===== src/hw/rtl/stbs_pkg.sv =====
// Package for the sorted table binary search block.
// Holds the table size, derived widths, command codes, controller states
// and the command and status structs shared by controller and datapath.
package stbs_pkg;

    localparam int TABLE_DEPTH = 16;
    localparam int VALUE_W     = 32;
    localparam int ENTRY_IDX_W = 4;
    localparam int POS_W       = 4;

    localparam int INDEX_W = (TABLE_DEPTH > 1) ? $clog2(TABLE_DEPTH) : 1;
    localparam int COUNT_W = $clog2(TABLE_DEPTH + 1);
    localparam int SUM_W   = COUNT_W + 1;
    localparam int CMP_W   = (COUNT_W > ENTRY_IDX_W) ? COUNT_W : ENTRY_IDX_W;
    localparam int MID0    = (TABLE_DEPTH - 1) / 2;

    typedef logic [INDEX_W-1:0]     t_index;
    typedef logic [COUNT_W-1:0]     t_count;
    typedef logic [SUM_W-1:0]       t_sum;
    typedef logic [CMP_W-1:0]       t_cmp;
    typedef logic [POS_W-1:0]       t_pos;
    typedef logic signed [VALUE_W-1:0] t_value;

    typedef enum logic {
        CMD_WRITE  = 1'b0,
        CMD_SEARCH = 1'b1
    } t_command;

    typedef enum logic [1:0] {
        ST_CLEAR,
        ST_IDLE,
        ST_PROBE,
        ST_HOLD
    } t_state;

    typedef struct packed {
        logic clear_wr;
        logic tbl_write;
        logic load_search;
        logic probe_step;
        logic load_out_probe;
        logic load_out_held;
    } t_dp_cmd;

    typedef struct packed {
        logic clear_last;
        logic probe_done;
    } t_dp_status;

endpackage


===== src/hw/rtl/stbs_if.sv =====
// Valid/ready channel interfaces for the binary search block.
// Depends on stbs_pkg for payload types.
interface stbs_in_if;
    logic                valid;
    logic                ready;
    logic                command;
    logic [3:0]          entry_index;
    stbs_pkg::t_value    entry_value;
    stbs_pkg::t_value    search_key;

    modport source (output valid, output command, output entry_index,
                    output entry_value, output search_key, input ready);
    modport sink   (input valid, input command, input entry_index,
                    input entry_value, input search_key, output ready);
endinterface

interface stbs_out_if;
    logic       valid;
    logic       ready;
    logic       found;
    logic [3:0] position;

    modport source (output valid, output found, output position, input ready);
    modport sink   (input valid, input found, input position, output ready);
endinterface


===== src/hw/rtl/stbs_ctrl.sv =====
// Controller state machine for the binary search block.
// Depends on stbs_pkg; drives the datapath through t_dp_cmd.
module stbs_ctrl (
    input  logic                  i_clk,
    input  logic                  i_rst_n,
    input  logic                  i_in_valid,
    input  logic                  i_in_command,
    output logic                  o_in_ready,
    input  logic                  i_out_ready,
    output logic                  o_out_valid,
    input  stbs_pkg::t_dp_status  i_status,
    output stbs_pkg::t_dp_cmd     o_cmd
);

    stbs_pkg::t_state r_state;
    stbs_pkg::t_state n_state;
    logic             r_out_valid;
    logic             n_out_valid;
    logic             w_out_free;

    assign w_out_free  = !r_out_valid || i_out_ready;
    assign o_out_valid = r_out_valid;

    always_ff @(posedge i_clk) begin
        if (!i_rst_n) begin
            r_state     <= stbs_pkg::ST_CLEAR;
            r_out_valid <= 1'b0;
        end else begin
            r_state     <= n_state;
            r_out_valid <= n_out_valid;
        end
    end

    always_comb begin
        n_state     = r_state;
        n_out_valid = r_out_valid && !i_out_ready;
        o_in_ready  = 1'b0;
        o_cmd       = '0;
        case (r_state)
            stbs_pkg::ST_CLEAR: begin
                o_cmd.clear_wr = 1'b1;
                if (i_status.clear_last) begin
                    n_state = stbs_pkg::ST_IDLE;
                end
            end
            stbs_pkg::ST_IDLE: begin
                o_in_ready = 1'b1;
                if (i_in_valid) begin
                    if (i_in_command == stbs_pkg::CMD_SEARCH) begin
                        o_cmd.load_search = 1'b1;
                        n_state           = stbs_pkg::ST_PROBE;
                    end else begin
                        o_cmd.tbl_write = 1'b1;
                    end
                end
            end
            stbs_pkg::ST_PROBE: begin
                o_cmd.probe_step = 1'b1;
                if (i_status.probe_done) begin
                    if (w_out_free) begin
                        o_cmd.load_out_probe = 1'b1;
                        n_out_valid          = 1'b1;
                        n_state              = stbs_pkg::ST_IDLE;
                    end else begin
                        n_state = stbs_pkg::ST_HOLD;
                    end
                end
            end
            stbs_pkg::ST_HOLD: begin
                if (w_out_free) begin
                    o_cmd.load_out_held = 1'b1;
                    n_out_valid         = 1'b1;
                    n_state             = stbs_pkg::ST_IDLE;
                end
            end
            default: begin
                n_state = stbs_pkg::ST_CLEAR;
            end
        endcase
    end

endmodule


===== src/hw/rtl/stbs_datapath.sv =====
// Datapath of the binary search block: table memory, search bounds,
// probe compare and result register. Depends on stbs_pkg.
module stbs_datapath (
    input  logic                  i_clk,
    input  logic                  i_rst_n,
    input  stbs_pkg::t_dp_cmd     i_cmd,
    output stbs_pkg::t_dp_status  o_status,
    input  logic [3:0]            i_entry_index,
    input  stbs_pkg::t_value      i_entry_value,
    input  stbs_pkg::t_value      i_search_key,
    output logic                  o_found,
    output logic [3:0]            o_position
);

    stbs_pkg::t_value r_mem [stbs_pkg::TABLE_DEPTH];
    stbs_pkg::t_value r_rd_data;
    stbs_pkg::t_value r_key;
    stbs_pkg::t_index r_clr_addr;
    stbs_pkg::t_index r_mid;
    stbs_pkg::t_count r_lo;
    stbs_pkg::t_count r_hi;
    stbs_pkg::t_count n_lo;
    stbs_pkg::t_count n_hi;
    stbs_pkg::t_sum   w_sum;
    stbs_pkg::t_index n_mid;
    logic             r_found;
    stbs_pkg::t_pos   r_pos;
    logic             w_hit;
    logic             w_done;
    logic             w_in_range;
    logic             w_we;
    stbs_pkg::t_index w_wr_addr;
    stbs_pkg::t_value w_wr_data;
    logic             w_rd_en;
    stbs_pkg::t_index w_rd_addr;

    assign w_in_range = stbs_pkg::t_cmp'(i_entry_index)
                        < stbs_pkg::t_cmp'(stbs_pkg::TABLE_DEPTH);
    assign w_we       = i_cmd.clear_wr || (i_cmd.tbl_write && w_in_range);
    assign w_wr_addr  = i_cmd.clear_wr ? r_clr_addr : stbs_pkg::t_index'(i_entry_index);
    assign w_wr_data  = i_cmd.clear_wr ? '0 : i_entry_value;

    assign w_hit = (r_rd_data == r_key);

    always_comb begin
        n_lo = r_lo;
        n_hi = r_hi;
        if (r_rd_data < r_key) begin
            n_lo = stbs_pkg::t_count'(r_mid) + stbs_pkg::t_count'(1);
        end else begin
            n_hi = stbs_pkg::t_count'(r_mid);
        end
    end

    assign w_done = w_hit || !(n_lo < n_hi);
    assign w_sum  = stbs_pkg::t_sum'(n_lo) + stbs_pkg::t_sum'(n_hi) - stbs_pkg::t_sum'(1);
    assign n_mid  = stbs_pkg::t_index'(w_sum >> 1);

    assign w_rd_en   = i_cmd.load_search || (i_cmd.probe_step && !w_done);
    assign w_rd_addr = i_cmd.load_search ? stbs_pkg::t_index'(stbs_pkg::MID0) : n_mid;

    assign o_status.clear_last =
        (r_clr_addr == stbs_pkg::t_index'(stbs_pkg::TABLE_DEPTH - 1));
    assign o_status.probe_done = w_done;

    always_ff @(posedge i_clk) begin
        if (w_we) begin
            r_mem[w_wr_addr] <= w_wr_data;
        end
        if (w_rd_en) begin
            r_rd_data <= r_mem[w_rd_addr];
            r_mid     <= w_rd_addr;
        end
    end

    always_ff @(posedge i_clk) begin
        if (!i_rst_n) begin
            r_clr_addr <= '0;
        end else if (i_cmd.clear_wr) begin
            r_clr_addr <= r_clr_addr + stbs_pkg::t_index'(1);
        end
    end

    always_ff @(posedge i_clk) begin
        if (i_cmd.load_search) begin
            r_key <= i_search_key;
            r_lo  <= '0;
            r_hi  <= stbs_pkg::t_count'(stbs_pkg::TABLE_DEPTH);
        end else if (i_cmd.probe_step) begin
            r_lo    <= n_lo;
            r_hi    <= n_hi;
            r_found <= w_hit;
            r_pos   <= w_hit ? stbs_pkg::t_pos'(r_mid) : '0;
        end
    end

    always_ff @(posedge i_clk) begin
        if (i_cmd.load_out_probe) begin
            o_found    <= w_hit;
            o_position <= w_hit ? stbs_pkg::t_pos'(r_mid) : '0;
        end else if (i_cmd.load_out_held) begin
            o_found    <= r_found;
            o_position <= r_pos;
        end
    end

endmodule


===== src/hw/rtl/sorted_table_binary_search.sv =====
// Top level of the sorted table binary search block.
// Depends on stbs_pkg, stbs_if, stbs_ctrl and stbs_datapath.
//
// Usage: items arrive on i_cmd. A write item (command 0) stores entry_value
// at entry_index in a 16-entry table and gives no result; an index beyond
// the table is ignored. A search item (command 1) runs a binary search for
// search_key and gives one result item on o_res with found and position
// (position is 0 when not found).
// A write item is taken in the idle state, which stays ready for the next
// item. A search item issues the first table read at its acceptance edge
// and then one read per probe, at most five probes for 16 entries, until
// the result register is loaded; only then does the block return to idle
// and accept the next item.
// After reset the table is swept to zero entry by entry, during which no
// item is accepted. If the receiver stalls, the result waits in the output
// register; the next item is still accepted, and a following search holds
// its result internally until the output register frees.
module sorted_table_binary_search (
    input  logic         i_clk,
    input  logic         i_rst_n,
    stbs_in_if.sink      i_cmd,
    stbs_out_if.source   o_res
);

    stbs_pkg::t_dp_cmd    w_cmd;
    stbs_pkg::t_dp_status w_status;

    stbs_ctrl u_ctrl (
        .i_clk        (i_clk),
        .i_rst_n      (i_rst_n),
        .i_in_valid   (i_cmd.valid),
        .i_in_command (i_cmd.command),
        .o_in_ready   (i_cmd.ready),
        .i_out_ready  (o_res.ready),
        .o_out_valid  (o_res.valid),
        .i_status     (w_status),
        .o_cmd        (w_cmd)
    );

    stbs_datapath u_datapath (
        .i_clk         (i_clk),
        .i_rst_n       (i_rst_n),
        .i_cmd         (w_cmd),
        .o_status      (w_status),
        .i_entry_index (i_cmd.entry_index),
        .i_entry_value (i_cmd.entry_value),
        .i_search_key  (i_cmd.search_key),
        .o_found       (o_res.found),
        .o_position    (o_res.position)
    );

endmodule

===== src/flat_wrapper.sv =====
// flat-port wrapper written by rule: the top's interface ports become plain ports
module sorted_table_binary_search_flat 
  (i_clk, i_rst_n, i_cmd_valid, i_cmd_command, i_cmd_entry_index, i_cmd_entry_value, i_cmd_search_key, i_cmd_ready, o_res_valid, o_res_found, o_res_position, o_res_ready);
  stbs_in_if i_cmd_i ();
  stbs_out_if o_res_i ();
  input  logic i_clk;
  input  logic i_rst_n;
  input wire logic [$bits(i_cmd_i.valid)-1:0] i_cmd_valid;
  input wire logic [$bits(i_cmd_i.command)-1:0] i_cmd_command;
  input wire logic [$bits(i_cmd_i.entry_index)-1:0] i_cmd_entry_index;
  input wire logic [$bits(i_cmd_i.entry_value)-1:0] i_cmd_entry_value;
  input wire logic [$bits(i_cmd_i.search_key)-1:0] i_cmd_search_key;
  output wire logic [$bits(i_cmd_i.ready)-1:0] i_cmd_ready;
  output wire logic [$bits(o_res_i.valid)-1:0] o_res_valid;
  output wire logic [$bits(o_res_i.found)-1:0] o_res_found;
  output wire logic [$bits(o_res_i.position)-1:0] o_res_position;
  input wire logic [$bits(o_res_i.ready)-1:0] o_res_ready;
  assign i_cmd_i.valid = i_cmd_valid;
  assign i_cmd_i.command = i_cmd_command;
  assign i_cmd_i.entry_index = i_cmd_entry_index;
  assign i_cmd_i.entry_value = i_cmd_entry_value;
  assign i_cmd_i.search_key = i_cmd_search_key;
  assign i_cmd_ready = i_cmd_i.ready;
  assign o_res_valid = o_res_i.valid;
  assign o_res_found = o_res_i.found;
  assign o_res_position = o_res_i.position;
  assign o_res_i.ready = o_res_ready;
  sorted_table_binary_search u_core (.i_clk(i_clk), .i_rst_n(i_rst_n), .i_cmd(i_cmd_i), .o_res(o_res_i));
endmodule

===== config.mk =====
export PLATFORM = sky130hd
export DESIGN_NAME = sorted_table_binary_search_flat
export DESIGN_NICKNAME = d
export VERILOG_FILES = /design/src/hw/rtl/stbs_pkg.sv /design/src/hw/rtl/stbs_if.sv /design/src/hw/rtl/stbs_ctrl.sv /design/src/hw/rtl/stbs_datapath.sv /design/src/hw/rtl/sorted_table_binary_search.sv /design/src/flat_wrapper.sv
export SDC_FILE = /design/constraint.sdc
export NUM_CORES = 1
export LEC_CHECK = 0
export ABC_AREA = 1
export BUFFER_PORTS_ARGS = -buffer_cell sky130_fd_sc_hd__buf_2
export CORE_MARGIN = 5
export CORE_UTILIZATION = 62
export CTS_CLUSTER_SIZE = 30
export DETAILED_ROUTE_END_ITERATION = 8
export PLACE_DENSITY = 0.79
export SETUP_SLACK_MARGIN = 0.15
export SLEW_MARGIN = 30
export SYNTH_ARGS = -nofsm -noshare
export SYNTH_HDL_FRONTEND = slang
export SYNTH_SLANG_ARGS = --single-unit

===== constraint.sdc =====
create_clock -name i_clk -period 5.65 [get_ports i_clk]
set_input_delay 0.565 -clock i_clk [delete_from_list [all_inputs] [get_ports i_clk]]
set_output_delay 0.565 -clock i_clk [all_outputs]
set_load 0.005 [all_outputs]

Word level (Yosys, flattened, before mapping)
Memory sizes are Yosys's and may differ from the RTL's. A register that Yosys moved wholly into a read port is not among the register bits.
Index checks and enable logic that the tools add are counted.
Word-level totals
  flip-flop bits (word level): 63
  memory bits (writable): 512
  input bits: 73
  output and inout port bits: 7
  logic and storage cells: 75
  memories: 1
Memories
  u_core.u_datapath.r_mem: depth 16, width 32, rd ports 1, clocked after Yosys merged registers in 1, wr ports 1, line stbs_datapath.sv:15  | stbs_pkg::t_value r_mem [stbs_pkg::TABLE_DEPTH];
Operators by class
  add/subtract/negate cells: 4
  magnitude comparators: 2
  equal/unequal tests: 10
  multiplexer cells: 32
  bitwise logic cells: 1
  reduce and logical (&&, ||, !) cells: 14
Operator list (number)
  $eq 32x32->1: 1
  $lt 32x32->1: 1
  $mux 32: 1
  $mux 4: 5
  $mux 2: 9
  $mux 1: 13
  $mux 5: 2
  $ne 2x2->1 const B: 5
  $pmux 2 s4: 1
  $add 4x1->5 const B: 1
  $add 5x5->5: 1
  $lt 5x5->1: 1
  $reduce_and 5->1: 1
  $sub 5x1->5 const B: 1
  $add 4x1->4 const B: 1
  $eq 2x2->1 const B: 2
  $eq 4x4->1 const B: 1
  $logic_not 1->1: 4
  $logic_or 1x1->1: 4
  $eq 2x1->1 const B: 1
  $logic_and 1x1->1: 2
  $logic_not 2->1: 1
  $pmux 1 s2: 1
  $reduce_and 2->1: 1
  other kinds (2): 2

Depth between registers and ports, before layout
  depth in word-level cells: 9
  depth in mapped cells: 33
  depth with buffers taken out: 30

By module
Synthesis repeated with hierarchy kept, for this count alone.
Second synthesis, totals
  cell total of the unflattened synthesis: 1976
  area total of the unflattened synthesis: 24923.9 µm²
Modules (own cells, without submodules)
  stbs_datapath: times used 1, cells each 1926, area each 24602.3 µm², seq. area each 17997.3 µm²
  stbs_ctrl: times used 1, cells each 50, area each 321.6 µm², seq. area each 60.1 µm²

Worst setup path after synthesis
OpenSTA, ideal clock, no wires.
  path type: register -> register
  from: register u_core.u_ctrl.r_state[1]
  to: register u_core.u_datapath.r_mid[0] (enable)
  setup time: 394 ps
  data arrival time: 3820 ps
  required time: 5256 ps
  setup slack: 1436 ps
  cell stages (with the launch flop): 9
  buffers on the path: 2
  clock period less this slack: 4214 ps
  path through: dfxtp_1 -> inv_1 -> ha_1 -> inv_1 -> nor2_1 -> inv_1 -> clkbuf_1 -> buf_1 -> nand2_1
RTL lines
  start: declaration: line stbs_ctrl.sv:15  | stbs_pkg::t_state r_state;
  start signal: assignment: line stbs_ctrl.sv:26  | r_state <= stbs_pkg::ST_CLEAR;
  start signal: assignment: line stbs_ctrl.sv:29  | r_state <= n_state;
  end signal: assignment: line stbs_datapath.sv:72  | r_mid <= w_rd_addr;
  end: declaration: line stbs_datapath.sv:19  | stbs_pkg::t_index r_mid;

Worst setup path after layout
  from: register u_core.u_datapath.r_rd_data[31], read port of u_core.u_datapath.r_mem
  to: register u_core.u_datapath.r_rd_data[6], read port of u_core.u_datapath.r_mem (data pin)
On the way
  word-level cells in the longest chain between the ends: 8
  elaborated cells on any way between the ends: 13
  classes of those cells: add/sub: 2; order compare: 2; eq/ne: 1; mux: 3; reduce/logical: 5
RTL lines
  start: declaration: line stbs_datapath.sv:16  | stbs_pkg::t_value r_rd_data;
  branches (longest 8 deep; another with $lt 32x32->1)
Several ways; the timed one is not identified.
A chain may end at the register's enable or synchronous reset.

==> results.ini <==
[status]
status = completed

[timing]
period_needed_ns = 4.89
setup_viol = 0
period_share = 0.866
finClkSkew_ns = 0.0264
relSlewSlack = 0.353
fin_setup_tns_ns = 0
fmax_mhz = 204
holdWs_ns = 0.117
rsz0062_at_grt = no
maxSlewViolCount = 0
worstMarginPinSlew_ns = 0.967
hold_viol = 0

[final_layout]
final_common_cell = edfxtp_1
fill_cells = 2607
final_nets = 2316
seq_area_sq_um = 18100
num_antenna_cells = 0
area_delta_synth_final_pct = 11.8
postLayoutCoreUtil = 0.701
final_cell_mix = edfxtp_1, nor2_1, nand2_1
drive_gt1_frac = 0.121
multi_input_area_sq_um = 6660

[floorplan]
start_util = 0.627
core_sq_um = 40800
io_pins = 80
die_area_sq_um = 45500
std_cell_rows = 74
die_x_microns = 213
die_height_microns = 213

[global_route]
grt_use_total = 0.281
grt_max_degree = 130
grt_antenna_before_repair = 1
overflow = 0
grt_pass1_vias = 17300
grt_pass1_wl_microns = 97700

[setup_path]
cp.arrival_ns = 5.33
worst_ep_required_time_ns = 6.08
cp_max_fo = 73
endpoint_kind = register
critical_path_class = register to register
rr_worst_depth = 22
crit_path_start_kind = register

[detailed_routing]
first_iter_violations = 2681
vias = 17500
ant_nets = 0
post_drt_wl_per_cell_microns = 23.1
drc = 0
via_per_inst = 6.32
drt_pass1_iterations = 6
totalWireLength_microns = 64200

[worst_hold_path]
hp-class = input pin to register
hold_depth = 1

[clocking]
cts.sinks = 607
postCtsSetupBuffers = 0
cts.path.max_buffers = 3
path_clk_slew_ns = 0.06
cts_resized = 0
cts_tree = done
ctsHoldBuffers = 0
numCtsBuffers = 58
h-tree-depth = 2
clock_latency_ns = 0.62
ctsRootBufferMaster = clkbuf_16

[yosys]
synth.distinct_cells = 41
synth-seq-area-share = 0.705
netlist_instances = 2140
avgSynthCellArea_sq_um = 12.0
ys_ff_latch = 607
yosysWarnings = 0
synth_nets = 2259
synth_area_sq_um = 25600

[placed_design]
io_buffers = 79
gp_congestion = 0.904
dp_hpwl_microns = 34700

[job]
cap_violations = 0

[stage by stage]
step	cells	cell area [sq um]	setup WS (ns)
global placement	2667	26600	1.11
finish	2774	28600	0.756
global route	2774	28600	0.462
detailed placement	2668	26700	0.927
CTS	2773	28600	0.871
floorplan	2140	25600	1.44
[registers in the layout (all words and copies together), names as in the netlist]
signal,flops
u_core.u_datapath.r_mem,512
u_core.u_datapath.r_key,32
u_core.u_datapath.r_rd_data,32
u_core.u_datapath.r_hi,5
u_core.u_datapath.r_lo,5
u_core.u_datapath.o_position,4
u_core.u_datapath.r_clr_addr,4
u_core.u_datapath.r_mid,4
u_core.u_datapath.r_pos,4
u_core.u_ctrl.r_state,2
u_core.u_ctrl.o_out_valid,1
u_core.u_datapath.o_found,1
u_core.u_datapath.r_found,1
[worst max-delay path, cell delays in order, from the launching register on]
cell      delay (ns)
edfxtp_1        0.46
ha_1            0.44
a21oi_1         0.19
o21a_1          0.14
nand2_1         0.06
a21oi_2         0.23
nand3_2         0.19
nand2_2         0.26
nand2_1         0.10
nand2_2         0.12
nand2_1         0.07
nand2_1         0.08
inv_1           0.07
ha_4            0.17
ha_1            0.26
or2_4           0.53
buf_12          0.34
o21ai_0         0.18
o32ai_1         0.17
nand4_1         0.14
nand2_1         0.14
nand2_1         0.07
nand2_1         0.22
[area by class of cell]
| class | count | area share |
|---|---|---|
| Sequential cell | 607 | 0.631 |
| Timing Repair Buffer | 124 | 0.0301 |
| Clock buffer | 70 | 0.0545 |
| Tap cell | 532 | 0.0233 |
| Inverter | 125 | 0.0166 |
| Multi-Input combinational cell | 1281 | 0.233 |
| Clock inverter | 35 | 0.0122 |
[cells in the mapped netlist (all sizes together)]
master,instances,area (sq um)
a21boi,2,15.0
a21o,1,7.51
a21oi,21,120
a221oi,1,8.76
buf,32,244
clkbuf,95,360
clkinv,1,3.75
dfxtp,17,340
edfxtp,590,17700
ha,46,576
inv,124,465
nand2,353,1370
nand3,35,213
nand4,68,425
nor2,463,1760
nor3,1,5.00
o211ai,3,22.5
o21a,2,15.0
o21ai,149,749
o21bai,2,15.0
o31ai,1,7.51
o32ai,128,1120
or2,2,12.5
xnor2,1,8.76
xor2,2,17.5
[metal layers]
layer  GRT usage  wire length, microns  share of wire
met5           0                    13        0.00020
met4       0.117                  2270          0.035
met2       0.446                 30500           0.47
met3      0.0629                  7700           0.12
met1       0.384                 23800           0.37
[logic make-up after synthesis]
kind of cell	synth area share
AO/OA/AOI/OAI	0.0813
XOR/XNOR	0.00103
adder cells (fa/ha/maj)	0.0225
buffers and inverters	0.0419
flip-flops	0.705
AND/OR/NAND/NOR	0.148
[worst paths after layout]
check,start,endpoint,slack [ns]
worst max-delay path,u_core.u_datapath.r_rd_data[31],u_core.u_datapath.r_rd_data[6],0.76
worst min-delay path,i_cmd_search_key[31],u_core.u_datapath.r_key[31],0.12
worst max register to register,u_core.u_datapath.r_rd_data[31],u_core.u_datapath.r_rd_data[6],0.76
worst min register to register,u_core.u_datapath.r_hi[4],u_core.u_datapath.r_hi[4],0.46
Power is left out: the tool's default activity adds up to more than one toggle a clock period on the data nets, which glitch-free logic cannot reach.
